[config.mk]
export PLATFORM = sky130hd
export DESIGN_NAME = unipolar_stepper_sequencer_unit
export DESIGN_NICKNAME = d
export VERILOG_FILES = /design/src/design/usss_pkg.sv /design/src/design/usss_cnt.sv /design/src/design/usss_core.sv /design/src/design/unipolar_stepper_sequencer_unit.sv
export SDC_FILE = /design/constraint.sdc
export NUM_CORES = 1
export LEC_CHECK = 0
export BUFFER_PORTS_ARGS = -buffer_cell sky130_fd_sc_hd__buf_2
export CAP_MARGIN = 20
export CORE_ASPECT_RATIO = 1.25
export CORE_MARGIN = 3
export CORE_UTILIZATION = 30
export DETAILED_ROUTE_END_ITERATION = 8
export PLACE_DENSITY = 0.5
export SYNTH_ARGS = -nofsm -noshare
export SYNTH_HDL_FRONTEND = slang
export SYNTH_SLANG_ARGS = --single-unit
[constraint.sdc]
create_clock -name i_clk -period 8.2 [get_ports i_clk]
set_input_delay 0.41 -clock i_clk [delete_from_list [all_inputs] [get_ports i_clk]]
set_output_delay 0.41 -clock i_clk [all_outputs]
set_load 0.01 [all_outputs]
[src/design/usss_pkg.sv]
// Package for the unipolar stepper sequencer: request codes, word structs,
// coil pattern tables and the cycle-count reciprocal constants.
// No dependencies.
package usss_pkg;

    typedef enum logic [1:0] {
        REQ_TICK  = 2'd0,
        REQ_START = 2'd1,
        REQ_STOP  = 2'd2
    } t_req;

    localparam int CNT_W     = 17;
    localparam int ANGLE_W   = 16;
    localparam int PERIOD_W  = 8;
    localparam int RECIP_W   = 23;
    // floor(a*64/45) == (a * ceil(2^28/45)) >> 22, exact for 16-bit a
    localparam logic [RECIP_W-1:0] CNT_RECIP = 23'd5965233;
    localparam int CNT_SHIFT = 22;

    localparam logic [3:0] FULL_LEN = 4'd4;
    localparam logic [3:0] HALF_LEN = 4'd8;

    // bit 0 blue, bit 1 pink, bit 2 yellow, bit 3 orange
    localparam logic [3:0] FULL_TAB [4] = '{4'h1, 4'h2, 4'h4, 4'h8};
    localparam logic [3:0] HALF_TAB [8] = '{4'h1, 4'h3, 4'h2, 4'h6,
                                            4'h4, 4'hC, 4'h8, 4'h9};

    typedef struct packed {
        logic [1:0]          req_type;
        logic                step_mode;
        logic                direction;
        logic [PERIOD_W-1:0] step_period_ms;
        logic [ANGLE_W-1:0]  angle_degrees;
    } t_item;

    typedef struct packed {
        logic [3:0] coils;
        logic       busy;
        logic       done;
    } t_result;

    function automatic logic [3:0] pattern_at(input logic half, input logic rev,
                                              input logic [2:0] ph);
        logic [2:0] k;
        logic [1:0] kf;
        logic [3:0] pat;
        if (half) begin
            k   = rev ? (3'd7 - ph) : ph;
            pat = HALF_TAB[k];
        end else begin
            kf  = rev ? (2'd3 - ph[1:0]) : ph[1:0];
            pat = FULL_TAB[kf];
        end
        return pat;
    endfunction

endpackage

[src/design/usss_cnt.sv]
// Angle to sequence count: floor(angle*64/45) by reciprocal multiply.
// Depends on usss_pkg.
module usss_cnt (
    input  logic [usss_pkg::ANGLE_W-1:0] i_angle,
    output logic [usss_pkg::CNT_W-1:0]   o_count
);
    import usss_pkg::*;

    logic [ANGLE_W+RECIP_W-1:0] w_prod;

    assign w_prod  = ANGLE_W'(i_angle) * (ANGLE_W + RECIP_W)'(CNT_RECIP);
    assign o_count = w_prod[CNT_SHIFT +: CNT_W];

endmodule

[src/design/usss_core.sv]
// Sequencer state: phase, tick and cycle counters, mode and coil levels.
// Depends on usss_pkg and usss_cnt.
module usss_core (
    input  logic              i_clk,
    input  logic              i_rst_n,
    input  logic              i_fire,
    input  usss_pkg::t_item   i_item,
    output usss_pkg::t_result o_result
);
    import usss_pkg::*;

    logic [2:0]          r_phase,   n_phase;
    logic [CNT_W-1:0]    r_cycles,  n_cycles;
    logic [PERIOD_W-1:0] r_tick,    n_tick;
    logic [PERIOD_W-1:0] r_period,  n_period;
    logic                r_half,    n_half;
    logic                r_rev,     n_rev;
    logic                r_running, n_running;
    logic [3:0]          r_coils,   n_coils;
    logic                n_done;

    logic [CNT_W-1:0]    w_count;
    logic [CNT_W-1:0]    w_cycles_dec;
    logic [PERIOD_W:0]   w_tick_inc;
    logic [3:0]          w_phase_inc;
    logic [3:0]          w_len;

    usss_cnt u_cnt (
        .i_angle (i_item.angle_degrees),
        .o_count (w_count)
    );

    assign w_tick_inc   = {1'b0, r_tick} + 1'b1;
    assign w_phase_inc  = {1'b0, r_phase} + 4'd1;
    assign w_len        = r_half ? HALF_LEN : FULL_LEN;
    assign w_cycles_dec = (r_cycles != '0) ? (r_cycles - 1'b1) : r_cycles;

    always_comb begin
        n_phase   = r_phase;
        n_cycles  = r_cycles;
        n_tick    = r_tick;
        n_period  = r_period;
        n_half    = r_half;
        n_rev     = r_rev;
        n_running = r_running;
        n_coils   = r_coils;
        n_done    = 1'b0;
        if (i_fire) begin
            case (t_req'(i_item.req_type))
                REQ_START: begin
                    n_half   = i_item.step_mode;
                    n_rev    = i_item.direction;
                    n_period = i_item.step_period_ms;
                    n_tick   = '0;
                    n_phase  = '0;
                    n_cycles = w_count;
                    if (w_count != '0) begin
                        n_running = 1'b1;
                        n_coils   = pattern_at(i_item.step_mode, i_item.direction, 3'd0);
                    end else begin
                        n_running = 1'b0;
                    end
                end
                REQ_STOP: begin
                    n_coils   = '0;
                    n_running = 1'b0;
                    n_cycles  = '0;
                    n_tick    = '0;
                    n_phase   = '0;
                end
                REQ_TICK: begin
                    if (r_running) begin
                        if (w_tick_inc >= {1'b0, r_period}) begin
                            n_tick = '0;
                            if (w_phase_inc >= w_len) begin
                                n_cycles = w_cycles_dec;
                                if (w_cycles_dec == '0) begin
                                    n_running = 1'b0;
                                    n_done    = 1'b1;
                                end else begin
                                    n_phase = '0;
                                    n_coils = pattern_at(r_half, r_rev, 3'd0);
                                end
                            end else begin
                                n_phase = w_phase_inc[2:0];
                                n_coils = pattern_at(r_half, r_rev, w_phase_inc[2:0]);
                            end
                        end else begin
                            n_tick = w_tick_inc[PERIOD_W-1:0];
                        end
                    end
                end
                default: begin
                    // unused code: report state unchanged
                end
            endcase
        end
    end

    always_ff @(posedge i_clk) begin
        if (!i_rst_n) begin
            r_phase   <= '0;
            r_cycles  <= '0;
            r_tick    <= '0;
            r_period  <= '0;
            r_half    <= 1'b0;
            r_rev     <= 1'b0;
            r_running <= 1'b0;
            r_coils   <= '0;
        end else begin
            r_phase   <= n_phase;
            r_cycles  <= n_cycles;
            r_tick    <= n_tick;
            r_period  <= n_period;
            r_half    <= n_half;
            r_rev     <= n_rev;
            r_running <= n_running;
            r_coils   <= n_coils;
        end
    end

    assign o_result = '{coils: n_coils, busy: n_running, done: n_done};

    a_run_has_cycles: assert property (@(posedge i_clk) disable iff (!i_rst_n)
        r_running |-> (r_cycles != '0))
        else $error("running with no sequences left");

    a_full_phase_range: assert property (@(posedge i_clk) disable iff (!i_rst_n)
        !r_half |-> (r_phase <= 3'd3))
        else $error("full-step phase out of range");

    a_done_only_on_tick: assert property (@(posedge i_clk) disable iff (!i_rst_n)
        (i_fire && o_result.done) |-> (!o_result.busy && r_running &&
                                       i_item.req_type == REQ_TICK))
        else $error("move_done outside a finishing tick");

endmodule

[src/design/unipolar_stepper_sequencer_unit.sv]
// Top level of the unipolar stepper sequencer: input register, output register
// and handshake. Depends on usss_pkg and usss_core (which uses usss_cnt).
//
//  channel | direction | handshake                | payload
//  --------+-----------+--------------------------+---------------------------------
//  in      | to block  | i_in_valid / o_in_ready  | req_type, step_mode, direction,
//          |           |                          | step_period_ms, angle_degrees
//  out     | from block| o_out_valid / i_out_ready| coil_blue/pink/yellow/orange,
//          |           |                          | busy_res, move_done
//
// One word per cycle sustained while the output is not stalled; a request is first held
// in the input register, then the state update writes its result word into the result
// register once the output can advance.
// The per-word path is the 16x23 reciprocal multiply for the cycle count plus
// the counter and pattern selection.
// Reset (i_rst_n low, synchronous) stops the sequencer: coil state off, idle, both
// registers empty; the coil outputs keep the last result word until it is replaced.
// A stalled output holds its word; the input register keeps accepting while
// it is empty or while its word moves into the result register.
module unipolar_stepper_sequencer_unit (
    input  logic       i_clk,
    input  logic       i_rst_n,
    input  logic       i_in_valid,
    output logic       o_in_ready,
    input  logic [1:0] i_req_type,
    input  logic       i_step_mode,
    input  logic       i_direction,
    input  logic [7:0] i_step_period_ms,
    input  logic [15:0] i_angle_degrees,
    output logic       o_out_valid,
    input  logic       i_out_ready,
    output logic       o_coil_blue,
    output logic       o_coil_pink,
    output logic       o_coil_yellow,
    output logic       o_coil_orange,
    output logic       o_busy_res,
    output logic       o_move_done
);
    import usss_pkg::*;

    logic    r_in_vld;
    t_item   r_in;
    logic    r_out_vld;
    t_result r_out;
    t_result w_result;
    logic    w_adv;
    logic    w_fire;

    // advance the pipe when the result register is empty or being drained
    assign w_adv      = !r_out_vld || i_out_ready;
    assign w_fire     = r_in_vld && w_adv;
    assign o_in_ready = !r_in_vld || w_adv;

    always_ff @(posedge i_clk) begin
        if (!i_rst_n) begin
            r_in_vld <= 1'b0;
        end else if (o_in_ready) begin
            r_in_vld <= i_in_valid;
        end
    end

    // capture the request word
    always_ff @(posedge i_clk) begin
        if (i_in_valid && o_in_ready) begin
            r_in <= '{req_type:       i_req_type,
                      step_mode:      i_step_mode,
                      direction:      i_direction,
                      step_period_ms: i_step_period_ms,
                      angle_degrees:  i_angle_degrees};
        end
    end

    usss_core u_core (
        .i_clk    (i_clk),
        .i_rst_n  (i_rst_n),
        .i_fire   (w_fire),
        .i_item   (r_in),
        .o_result (w_result)
    );

    always_ff @(posedge i_clk) begin
        if (!i_rst_n) begin
            r_out_vld <= 1'b0;
        end else if (w_adv) begin
            r_out_vld <= w_fire;
        end
    end

    // hold the result word until taken
    always_ff @(posedge i_clk) begin
        if (w_fire) begin
            r_out <= w_result;
        end
    end

    assign o_out_valid   = r_out_vld;
    assign o_coil_blue   = r_out.coils[0];
    assign o_coil_pink   = r_out.coils[1];
    assign o_coil_yellow = r_out.coils[2];
    assign o_coil_orange = r_out.coils[3];
    assign o_busy_res    = r_out.busy;
    assign o_move_done   = r_out.done;

    a_no_overwrite: assert property (@(posedge i_clk) disable iff (!i_rst_n)
        (r_out_vld && !i_out_ready) |-> !w_fire)
        else $error("result word overwritten while stalled");

    a_fire_fills_out: assert property (@(posedge i_clk) disable iff (!i_rst_n)
        w_fire |=> r_out_vld)
        else $error("processed word lost before output");

    a_ready_when_empty: assert property (@(posedge i_clk) disable iff (!i_rst_n)
        !r_in_vld |-> o_in_ready)
        else $error("input blocked with empty input register");

endmodule
### After elaboration in Yosys (flattened, before gate mapping)

Memory sizes are Yosys's and may differ from the RTL's.
Cells that the tools add are included.

| word-level totals | value |
|---|---|
| register bits after elaboration | 79 |
| latch bits | 0 |
| RAM bits | 0 |
| memory bits (read-only) | 96 |
| input port bits | 32 |
| word-level logic and storage cells | 118 |
| memories | 3 |

| cells by class | value |
|---|---|
| add/sub/neg operators | 5 |
| multiply operators | 1 |
| div/mod/pow operators | 0 |
| magnitude comparators | 8 |
| eq/ne operators | 6 |
| shift-type cells | 0 |
| muxes and demuxes | 53 |
| bitwise gates (word level) | 6 |
| reductions and logical operators | 18 |

Memories:

| name | words | width | rd ports | clocked after memory_dff | wr ports | RTL line | text |
|---|---|---|---|---|---|---|---|
| (name not given) | 8 | 4 | 1 | 0 | 0 | usss_pkg.sv:49 | `pat = HALF_TAB[k];` |
| (name not given) | 8 | 4 | 1 | 0 | 0 | usss_pkg.sv:49 |  |
| (name not given) | 8 | 4 | 1 | 0 | 0 | usss_pkg.sv:49 |  |

Operators by type and width:

| kind | count |
|---|---|
| $mux W4 | 22 |
| $mux W17 | 4 |
| $pmux W17 S3 | 1 |
| $mul A16 B23 Y39 const B | 1 |
| $reduce_bool A17 Y1 | 2 |
| $bmux W4 S2 | 3 |
| $mux W3 | 7 |
| $logic_not A17 Y1 | 1 |
| $sub A17 B1 Y17 const B | 1 |
| $mux W8 | 2 |
| $pmux W8 S2 | 1 |
| $ge A4 B4 Y1 const B | 3 |
| $not A3 Y4 | 3 |
| $pmux W4 S3 | 1 |
| $reduce_and A5 Y1 | 2 |
| $add A8 B1 Y9 const B | 1 |
| $ge A3 B3 Y1 const B | 3 |
| $ge A9 B8 Y1 | 1 |
| $not A2 Y3 | 3 |
| $mux W1 | 7 |
| $mux W2 | 3 |
| $ne A2 B1 Y1 const B | 3 |
| $pmux W3 S2 | 1 |
| $add A3 B1 Y4 const B | 1 |
| other kinds (17) | 20 |

### Logic depth before layout (Yosys ltp)

Gate-level depths: netlist of the first run.

| logic depth | value |
|---|---|
| depth in word-level cells | 13 |
| depth in mapped cells | 24 |
| mapped depth without buffers | 23 |

### Modules after synthesis

A second synthesis of the first run with hierarchy kept.

| unflattened totals | value |
|---|---|
| cells, all modules | 1036 |
| area total of the unflattened synthesis | 9436.6 um2 |

Modules (own cells, without submodules):

| module | times used | cells each | area an instance (um2) |
|---|---|---|---|
| usss_cnt | 1 | 549 | 5063.6 |
| usss_core | 1 | 444 | 3248.1 |
| unipolar_stepper_sequencer_unit | 1 | 43 | 1124.8 |

### Worst setup path after synthesis of the first run

No wires, ideal clock.

| path | value |
|---|---|
| path kind | register -> register |
| start | reg r_in[15] (netlist bit) |
| end | reg r_out (netlist bit o_coil_blue) (data pin) |
| setup time | 0.253 ns |
| data arrival time | 6.274 ns |
| slack | 1.673 ns |
| cell stages (with the launch flop) | 22 |
| clock period less this slack | 6.527 ns |
| cell sequence | edfxtp_1 -> ha_1 -> fa_1 -> inv_1 -> fa_1 -> inv_1 -> fa_1 -> fa_1 -> inv_1 -> fa_1 -> inv_1 -> ha_1 -> nand4_1 -> or3_1 -> or3_1 -> o211ai_1 -> a21o_1 -> o21ai_1 -> a2111o_1 -> nor4b_4 -> o21a_2 -> nand2_1 |

| between the ends | value |
|---|---|
| cells in the longest elaborated chain, start to end | 5 |

Ends and longest elaborated chain:

| item | RTL line | text |
|---|---|---|
| start: declaration | unipolar_stepper_sequencer_unit.sv:42 | `t_item r_in;` |
| start signal: assignment | unipolar_stepper_sequencer_unit.sv:65 | `r_in <= '{req_type: i_req_type,` |
| $mul A16 B23 Y39 | usss_cnt.sv:11 | `assign w_prod = ANGLE_W'(i_angle) * (ANGLE_W + RECIP_W)'(CNT_RECIP);` |
| $reduce_bool A17 Y1 | usss_core.sv:57 | `if (w_count != '0) begin` |
| $mux W4 | usss_core.sv:57 |  |
| $pmux W4 S3 | usss_core.sv:49 | `case (t_req'(i_item.req_type))` |
| $mux W4 | usss_core.sv:48 | `if (i_fire) begin` |
| via u_core.n_coils[0] | usss_core.sv:19 | `logic [3:0] r_coils, n_coils;` |
| end signal: assignment | unipolar_stepper_sequencer_unit.sv:92 | `r_out <= w_result;` |
| end: declaration | unipolar_stepper_sequencer_unit.sv:44 | `t_result r_out;` |

The timed path passes the listed nets, and every way through them passes these cells.
A chain may end at the register's enable or synchronous reset.

### Final worst setup path of the first run

| path | value |
|---|---|
| start | reg r_in[15] (netlist bit) |
| end | reg r_out (netlist bit o_coil_yellow) (data pin) |

The elaborated chain is that of the path after synthesis.

==> run_results.csv, run 1 <==
group,metric,value,unit
setup_path,slowest_delay,0.55,ns
sta,fmax,139,MHz
sta,finalSetupTns,0,ns
sta,relSlewSlack,0.338,
worst_hold_path,min_path_type,"in -> reg",
setup_path,cpMaxStageDelayCell,"fa_1",
setup_path,end_kind,"flop",
finish,final_core_util,0.339,
sta,post-route-period-util,0.875,
placed_design,gp_congestion,0.944,
detailed_routing,vias,7534,
setup_path,path_max_fanout,8,
placed_design,port_buffers,39,
finish,area_growth,9.93,%
setup_path,cp_num_cells,21,
global_routing,antenna_found_initial,0,
clock_tree,cts-hold-fix-buffers,0,
sta,drv_slew,0,
floorplan,core,30600,µm²
setup_path,reg2reg_from,"r_in[15]",
clock_tree,clock_sinks,79,
detailed_routing,firstDrtPassIters,5,
placed_design,post-dp-hpwl,21900,µm
finish,final_nets,1361,
global_routing,track_usage,0.159,
yosys,synth_cells,1073,
clock_tree,cts_made_buffers,9,
clock_tree,cts_buffer_depth,2,
yosys,synth_top_flop_cell,"dfxtp_1",
setup_path,critical_path_buf_inv_count,4,
setup_path,worstSetupPathType,"reg -> reg",
finish,antennaDiodeCount,0,
detailed_routing,antenna_left,0,
sta,setup_violations,0,
floorplan,die_x,165,µm
floorplan,io_pins,40,
global_routing,grt_max_degree,38,
detailed_routing,dr.first_iter.drc_count,423,
status,outcome,"finished clean",
detailed_routing,drc,0,
global_routing,grt_pass1_vias,7833,
global_routing,grt_pass1_wl,42000,µm
sta,rsz0062_at_grt,"false",
job,drv_cap,0,
yosys,syn-num-nets,1334,
yosys,postSynth.asyncResetShare,0,
setup_path,cpMostUsedCell,"fa_1",
clock_tree,cts_setup_buffers,0,
worst_hold_path,hold_depth,1,
sta,final_hold_viol_count,0,
yosys,syn_avg_cell_area,8.79,µm²
yosys,ys_seq_elements,79,
floorplan,start_util,0.309,
clock_tree,cts_root_buf,"clkbuf_16",
sta,final.setup_skew,0.0127,ns
setup_path,crit_start,"r_in[15]",
floorplan,dieArea,33600,µm²
setup_path,startpoint_type,"flop",
yosys,synth_cell_types,71,
finish,final_cell_mix,"inv_1 (201), ha_1 (141), fa_1 (88)",
finish,final_common_cell,"inv_1",
floorplan,die_y,204,µm
sta,tightestPinTransition,0.985,ns
yosys,yosysTopAreaCell,"ha_1",
setup_path,path_cells,"ha_1, fa_1, inv_1, fa_1, inv_1, fa_1, fa_1, inv_1, fa_1, inv_1, ha_1, nand4_1, or3_1, or3_1, o211ai_1, a21o_1, o21ai_1, a2111o_1, nor4b_4, a2111oi_0, nor2_1",
global_routing,overflow,0,
setup_path,crit_family,"adder cells",
clock_tree,cts_resized,0,
yosys,synth-edff-count,34,
floorplan,row_count,71,
detailed_routing,avgRoutedWirePerCell,17.3,µm
detailed_routing,wirelength,26100,µm
yosys,syn-cell-area,9440,µm²
yosys,ys_seq_area_frac,0.204,
detailed_routing,vias_per_cell,5.00,
yosys,synth_top_area_share,0.187,
worst_hold_path,hp-start,"i_direction",
clock_tree,clock_latency,0.36,ns
setup_path,cp.arrival,7.39,ns
clock_tree,cts_tree,"built",
sta,timing.final.crit_period,7.17,ns
finish,layout-drive-gt1-share,0.0624,
clock_tree,clkTransAtPathRegs,0.07,ns
setup_path,required,8.41,ns
yosys,ys_warn_count,0,
clock_tree,htreeDepth,3,
setup_path,reg2reg_depth,21,
yosys,synth_area_leaders,"ha_1 (19%), fa_1 (19%), edfxtp_1 (11%)",
==> metrics by stage <==
stage          instance area (µm²)  hold slack, ns  setup slack [ns]  cells
2_1_floorplan                 9440           0.436              1.67   1073
3_3_place_gp                 10100           0.445              1.09   1490
3_5_place_dp                 10100           0.450              1.01   1490
4_1_cts                      10400           0.214             0.990   1506
5_1_grt                      10400           0.207             0.613   1506
6_report                     10400           0.223              1.03   1506
==> routing by layer <==
metal  track usage  part of all wire  wire (µm)  up-vias
met5             0                 0          0        -
met4        0.0512             0.030        769        0
met3        0.0203             0.024        616       41
met2         0.303              0.54      13900      127
met1         0.182              0.41      10700     3618
li1              -                 -          -     3748
==> flip-flops by register name, summed over array words and instances (netlist names) <==
| register | count |
|---|---|
| o_coil_orange | 1 |
| r_in | 28 |
| u_core.r_period | 8 |
| o_coil_blue | 1 |
| u_core.r_cycles | 17 |
| u_core.r_half | 1 |
| o_coil_pink | 1 |
| o_coil_yellow | 1 |
| o_out_valid | 1 |
| u_core.r_phase | 3 |
| u_core.r_coils | 4 |
| u_core.r_running | 1 |
| o_move_done | 1 |
| o_busy_res | 1 |
| r_in_vld | 1 |
| u_core.r_tick | 8 |
| u_core.r_rev | 1 |
==> final timing paths <==
path	endpoint	slack, ns
max	o_coil_yellow	1.03
min	r_in[24]	0.22
max reg2reg	o_coil_yellow	1.03
min reg2reg	u_core.r_period[4]	0.46
==> kinds of logic (layout without fill, tap and decap cells) <==
logic type	after synthesis	after routing	share of synthesized area
DFF	79	79	0.204
AOI/OAI and AO/OA	226	226	0.153
adders and majority gates	230	230	0.375
buffers and inverters	229	261	0.0920
muxes	5	5	0.00530
and+or+nand+nor	277	277	0.147
xor gates and xnor gates	27	27	0.0251
==> layout make-up <==
class,count,area (µm²)
Fill cell,3248,20200
Multi-Input combinational cell,765,6650
Sequential cell,79,1920
Inverter,202,758
Tap cell,401,502
Clock buffer,10,229
Timing Repair Buffer,43,225
Clock inverter,6,91.3
==> cells in the mapped netlist (all sizes together) (9+ instances only) <==
cell type / n
nand2: 77
nor3: 25
o211ai: 12
dfxtp: 45
nand4: 14
inv: 202
nor2: 68
a21oi: 75
a22oi: 9
edfxtp: 34
o21ai: 50
fa: 88
clkbuf: 22
xnor2: 20
a31oi: 9
nand2b: 9
nand3: 27
ha: 141
Power of run 1 is left out: the tool's default activity adds up to more than one toggle a clock period on the data nets, which glitch-free logic cannot reach.
==> run 2: changes to the inputs <==
--- a/config.mk
+++ b/config.mk
@@ -7,11 +7,11 @@
 export LEC_CHECK = 0
 export BUFFER_PORTS_ARGS = -buffer_cell sky130_fd_sc_hd__buf_2
 export CAP_MARGIN = 20
-export CORE_ASPECT_RATIO = 1.25
 export CORE_MARGIN = 3
 export CORE_UTILIZATION = 30
 export DETAILED_ROUTE_END_ITERATION = 8
 export PLACE_DENSITY = 0.5
+export RECOVER_POWER = 50
 export SYNTH_ARGS = -nofsm -noshare
 export SYNTH_HDL_FRONTEND = slang
 export SYNTH_SLANG_ARGS = --single-unit
==> run 2 against run 1 <==
Compared with the run above: count of clock-buffer cells in the layout decreased by 1; wire length decreased by 2.6%; worst hold slack worse by 0.0023 ns; maximum frequency is 0.83% higher; critical endpoint unchanged; largest cell class unchanged.
==> run_results.csv, run 2 (synthesis results as in run 1) <==
group,metric,value,unit
finish,multi_input_area,6650,µm²
global_routing,antenna_found_initial,0,
detailed_routing,vias_per_cell,5.00,
setup_path,cpMostUsedCell,"fa_1",
global_routing,grt.met2_usage,0.254,
finish,final_core_util,0.336,
setup_path,cpMaxStageDelayCell,"o311ai_0",
detailed_routing,vias,7511,
global_routing,grt_util_met3,0.0238,
clock_tree,cts-hold-fix-buffers,0,
sta,setup_violations,0,
floorplan,io_pins,40,
placed_design,post-dp-hpwl,21000,µm
clock_tree,cts_root_buf,"clkbuf_16",
sta,final_hold_viol_count,0,
sta,final.setup_skew,0.0104,ns
finish,final_nets,1361,
sta,post-route-period-util,0.868,
clock_tree,clock_sinks,79,
placed_design,port_buffers,39,
clock_tree,htreeDepth,3,
floorplan,start_util,0.306,
finish,fill_cells,3218,
status,outcome,"finished clean",
detailed_routing,antenna_left,0,
global_routing,grt_max_degree,38,
detailed_routing,wirelength,25400,µm
global_routing,grt_pass1_wl,41600,µm
finish,largest_registers,"r_in: 28 flops, u_core.r_cycles: 17 flops",
clock_tree,cts_buffer_depth,2,
detailed_routing,avgRoutedWirePerCell,16.9,µm
finish,antennaDiodeCount,0,
sta,drv_slew,0,
sta,rsz0062_at_grt,"false",
finish,seq_area,1920,µm²
sta,finalSetupTns,0,ns
global_routing,busiest_layer,"met2",
finish,layout-drive-gt1-share,0.0525,
clock_tree,cts_tree,"built",
finish,final_cell_mix,"inv_1 (202), ha_1 (141), fa_1 (88)",
sta,fmax,141,MHz
clock_tree,cts_made_buffers,9,
detailed_routing,dr.first_iter.drc_count,362,
global_routing,overflow,0,
finish,area_growth,9.71,%
floorplan,core,30800,µm²
setup_path,slowest_delay,0.68,ns
floorplan,dieArea,33600,µm²
setup_path,startpoint_type,"flop",
job,drv_cap,0,
setup_path,worstSetupPathType,"reg -> reg",
finish,final_common_cell,"inv_1",
global_routing,grt_use_met1,0.220,
global_routing,track_usage,0.158,
floorplan,row_count,64,
setup_path,crit_family,"adder cells",
clock_tree,cts_setup_buffers,0,
placed_design,gp_congestion,0.865,
setup_path,required,8.41,ns
setup_path,path_cells,"ha_1, fa_1, inv_1, fa_1, inv_1, fa_1, fa_1, inv_1, fa_1, inv_1, ha_1, nand2_1, o21ai_0, a21o_1, o21a_1, o311ai_0, o21ai_1, a2111o_1, nor4b_4, a2111oi_0, nor2_1",
worst_hold_path,min_path_type,"in -> reg",
global_routing,grt_pass1_vias,7685,
setup_path,critical_path_buf_inv_count,4,
finish,top_register,"r_in",
finish,largest_register_ffs,28,
clock_tree,cts_resized,0,
sta,relSlewSlack,0.0731,
setup_path,cp.arrival,7.33,ns
floorplan,die_x,183,µm
floorplan,die_y,183,µm
setup_path,end_kind,"flop",
setup_path,path_max_fanout,8,
detailed_routing,drc,0,
sta,tightestPinTransition,1.39,ns
detailed_routing,firstDrtPassIters,5,
sta,timing.final.crit_period,7.11,ns
clock_tree,clock_latency,0.36,ns
clock_tree,clkTransAtPathRegs,0.07,ns
==> run 2: cell count changes in the layout (fill, tap and decap cells not counted), sizes merged <==
cell      delta
clkbuf       +9
clkinv       +4
buf         -10
inv          -2
clkinvlp     -1
==> run 2: worst reg2reg max path: stages (launching register included) <==
cell       delay (ns)
edfxtp_1         0.49
ha_1             0.37
fa_1             0.54
inv_1            0.05
fa_1             0.52
inv_1            0.08
fa_1             0.52
fa_1             0.55
inv_1            0.05
fa_1             0.53
inv_1            0.04
ha_1             0.37
nand2_1          0.09
o21ai_0          0.21
a21o_1           0.26
o21a_1           0.20
o311ai_0         0.68
o21ai_1          0.18
a2111o_1         0.37
nor4b_4          0.50
a2111oi_0        0.23
nor2_1           0.15
==> run 2: through the flow <==
stage / hold WS (ns) / area (µm²) / setup WS (ns) / cells
6_report: 0.221 / 10400 / 1.09 / 1501
5_1_grt: 0.214 / 10400 / 0.573 / 1501
4_1_cts: 0.204 / 10400 / 1.07 / 1501
3_5_place_dp: 0.452 / 10000 / 1.07 / 1485
3_3_place_gp: 0.447 / 10000 / 1.13 / 1485
2_1_floorplan: 0.436 / 9440 / 1.67 / 1073
==> run 2: worst paths after layout <==
path                  startpoint                 end  slack [ns]  cells after the start
max                     r_in[15]       o_coil_yellow        1.09                     21
min          i_step_period_ms[6]            r_in[22]        0.22                      1
max reg2reg             r_in[15]       o_coil_yellow        1.09                     21
min reg2reg   u_core.r_period[3]  u_core.r_period[3]        0.46                      2
==> run 2: final cells by class <==
type	count	area share
Clock buffer	9	0.0218
Clock inverter	7	0.00919
Inverter	202	0.0733
Multi-Input combinational cell	765	0.642
Sequential cell	79	0.186
Tap cell	396	0.0479
Timing Repair Buffer	43	0.0203
==> run 2: layer usage <==
layer / part of all wire / up-vias
met5: 0 / -
met1: 0.49 / 3594
met4: 0.021 / 0
li1: - / 3733
met3: 0.036 / 31
met2: 0.45 / 153
Power of run 2 is left out for the same reason.
==> run 3: changes to the inputs <==
--- a/config.mk
+++ b/config.mk
@@ -8,9 +8,9 @@
 export BUFFER_PORTS_ARGS = -buffer_cell sky130_fd_sc_hd__buf_2
 export CAP_MARGIN = 20
 export CORE_MARGIN = 3
-export CORE_UTILIZATION = 30
+export CORE_UTILIZATION = 64
 export DETAILED_ROUTE_END_ITERATION = 8
-export PLACE_DENSITY = 0.5
+export PLACE_DENSITY = 0.87
 export RECOVER_POWER = 50
 export SYNTH_ARGS = -nofsm -noshare
 export SYNTH_HDL_FRONTEND = slang
==> run 3 against run 2 <==
Compared with the run above: the run now ends with max-capacitance violations, max-slew violations left; non-clock buffer count grew 1; first-iteration DRC count grew to 2.8 times the previous value; utilization is 37 points higher; via count rose by 8.2%; wire length is 2.5% higher; flip-flop and latch count is the same.
==> run_results.csv, run 3 (synthesis results as in run 1) <==
group,metric,value,unit
setup_path,reg2reg_from,"r_in[15]",
setup_path,worstSetupPathType,"reg -> reg",
placed_design,port_buffers,39,
status,failed_checks,"max-capacitance violations, max-slew violations",
clock_tree,cts_buffer_depth,2,
sta,final.setup_skew,0.0108,ns
clock_tree,cts_resized,0,
clock_tree,cts_tree,"built",
setup_path,path_cells,"ha_1, fa_1, inv_1, fa_1, inv_1, fa_1, fa_1, inv_1, fa_1, inv_1, ha_1, nand4_1, or3_1, or3_1, o211ai_1, a21o_1, o21ai_1, a2111o_1, nor4b_4, a2111oi_0, nor3_1",
setup_path,cp.arrival,7.46,ns
detailed_routing,vias_per_cell,6.32,
clock_tree,cts-hold-fix-buffers,0,
status,outcome,"finished with violations",
floorplan,die_y,127,µm
setup_path,rrSetupSlack,0.98,ns
clock_tree,cts_made_buffers,9,
detailed_routing,antenna_left,0,
setup_path,crit_start,"r_in[15]",
sta,setup_violations,0,
finish,area_growth,6.56,%
detailed_routing,firstDrtPassIters,7,
global_routing,grt_pass1_vias,8130,
sta,rsz0062_at_grt,"false",
setup_path,cpMostUsedCell,"fa_1",
sta,tightestPinTransition,1.51,ns
finish,final_nets,1362,
setup_path,end_kind,"flop",
detailed_routing,wirelength,26000,µm
floorplan,row_count,43,
setup_path,endpoint,"u_core.r_coils[2]",
global_routing,track_usage,0.335,
finish,final_cell_mix,"inv_1 (202), ha_1 (141), fa_1 (88)",
setup_path,slowest_delay,0.55,ns
finish,largest_registers,"r_in: 28 flops, u_core.r_cycles: 17 flops",
finish,final_common_cell,"inv_1",
floorplan,die_x,127,µm
detailed_routing,vias,8125,
sta,relSlewSlack,-0.00991,
setup_path,r2r_end,"u_core.r_coils[2]",
sta,timing.final.crit_period,7.22,ns
placed_design,gp_congestion,0.968,
clock_tree,clkTransAtPathRegs,0.07,ns
setup_path,cp_num_cells,21,
floorplan,dieArea,16200,µm²
sta,final_hold_viol_count,0,
clock_tree,clock_latency,0.36,ns
clock_tree,cts_setup_buffers,0,
job,drv_cap,1,
worst_hold_path,min_path_type,"in -> reg",
clock_tree,clock_sinks,79,
setup_path,critical_path_buf_inv_count,4,
floorplan,start_util,0.667,
floorplan,io_pins,40,
sta,drv_slew,28,
finish,layout-drive-gt1-share,0.0515,
detailed_routing,avgRoutedWirePerCell,20.2,µm
setup_path,path_max_fanout,8,
setup_path,reg2reg_depth,21,
setup_path,crit_family,"adder cells",
floorplan,core,14100,µm²
sta,finalSetupTns,0,ns
global_routing,grt_pass1_wl,42600,µm
finish,largest_register_ffs,28,
detailed_routing,drc,0,
global_routing,grt_max_degree,38,
setup_path,startpoint_type,"flop",
global_routing,overflow,0,
setup_path,cpMaxStageDelayCell,"fa_1",
placed_design,post-dp-hpwl,20100,µm
sta,fmax,139,MHz
setup_path,required,8.45,ns
finish,top_register,"r_in",
detailed_routing,dr.first_iter.drc_count,1007,
clock_tree,cts_root_buf,"clkbuf_16",
clock_tree,htreeDepth,3,
finish,antennaDiodeCount,0,
global_routing,antenna_found_initial,0,
sta,post-route-period-util,0.880,
==> run 3: cell types whose count changed in the layout (fill, tap and decap cells not counted) <==
cell | previous run | this run
clkbuf_16 | 9 | 10
clkinv_1 | 1 | 0
inv_4 | 0 | 2
buf_2 | 30 | 28
clkbuf_4 | 0 | 1
clkinv_4 | 2 | 0
bufinv_16 | 2 | 0
clkbuf_1 | 10 | 13
inv_6 | 1 | 2
==> run 3: through the flow <==
stage,cell area [µm²],util,setup slack [ns],hold slack [ns],cells
2_1_floorplan,9440,-,1.67,0.436,1073
3_3_place_gp,9780,0.691,1.27,0.445,1269
3_5_place_dp,9780,0.691,1.11,0.451,1269
4_1_cts,10100,0.711,1.08,0.222,1285
5_1_grt,10100,0.711,0.637,0.224,1286
6_report,10100,0.711,0.983,0.222,1286
==> run 3: layout make-up <==
class | instances | area (µm²)
fill | 1027 | 4100
clock buffer | 11 | 254
inverter | 202 | 758
tap | 180 | 225
multi-input combinational | 765 | 6650
timing repair buffer | 44 | 215
clock inverter | 5 | 35.0
sequential | 79 | 1920
==> run 3: routing by layer <==
metal / wire (µm) / part of all wire / vias up / GRT usage
met5: 0 / 0 / - / 0
met1: 10800 / 0.42 / 3878 / 0.448
met2: 12000 / 0.46 / 427 / 0.535
li1: - / - / 3742 / -
met3: 2370 / 0.091 / 78 / 0.0773
met4: 819 / 0.031 / 0 / 0.119
==> run 3: how the worst min path moves through the flow <==
stage | from | to | cells past startpoint
detailed placement | u_core.r_period[4] | u_core.r_period[4] | 2
floorplan | u_core.r_period[1] | u_core.r_period[1] | 2
global route | i_step_period_ms[3] | r_in[19] | 1
global placement | u_core.r_period[2] | u_core.r_period[2] | 2
finish | i_angle_degrees[6] | r_in[6] | 1
CTS | i_angle_degrees[5] | r_in[5] | 1
Power of run 3 is left out for the same reason.
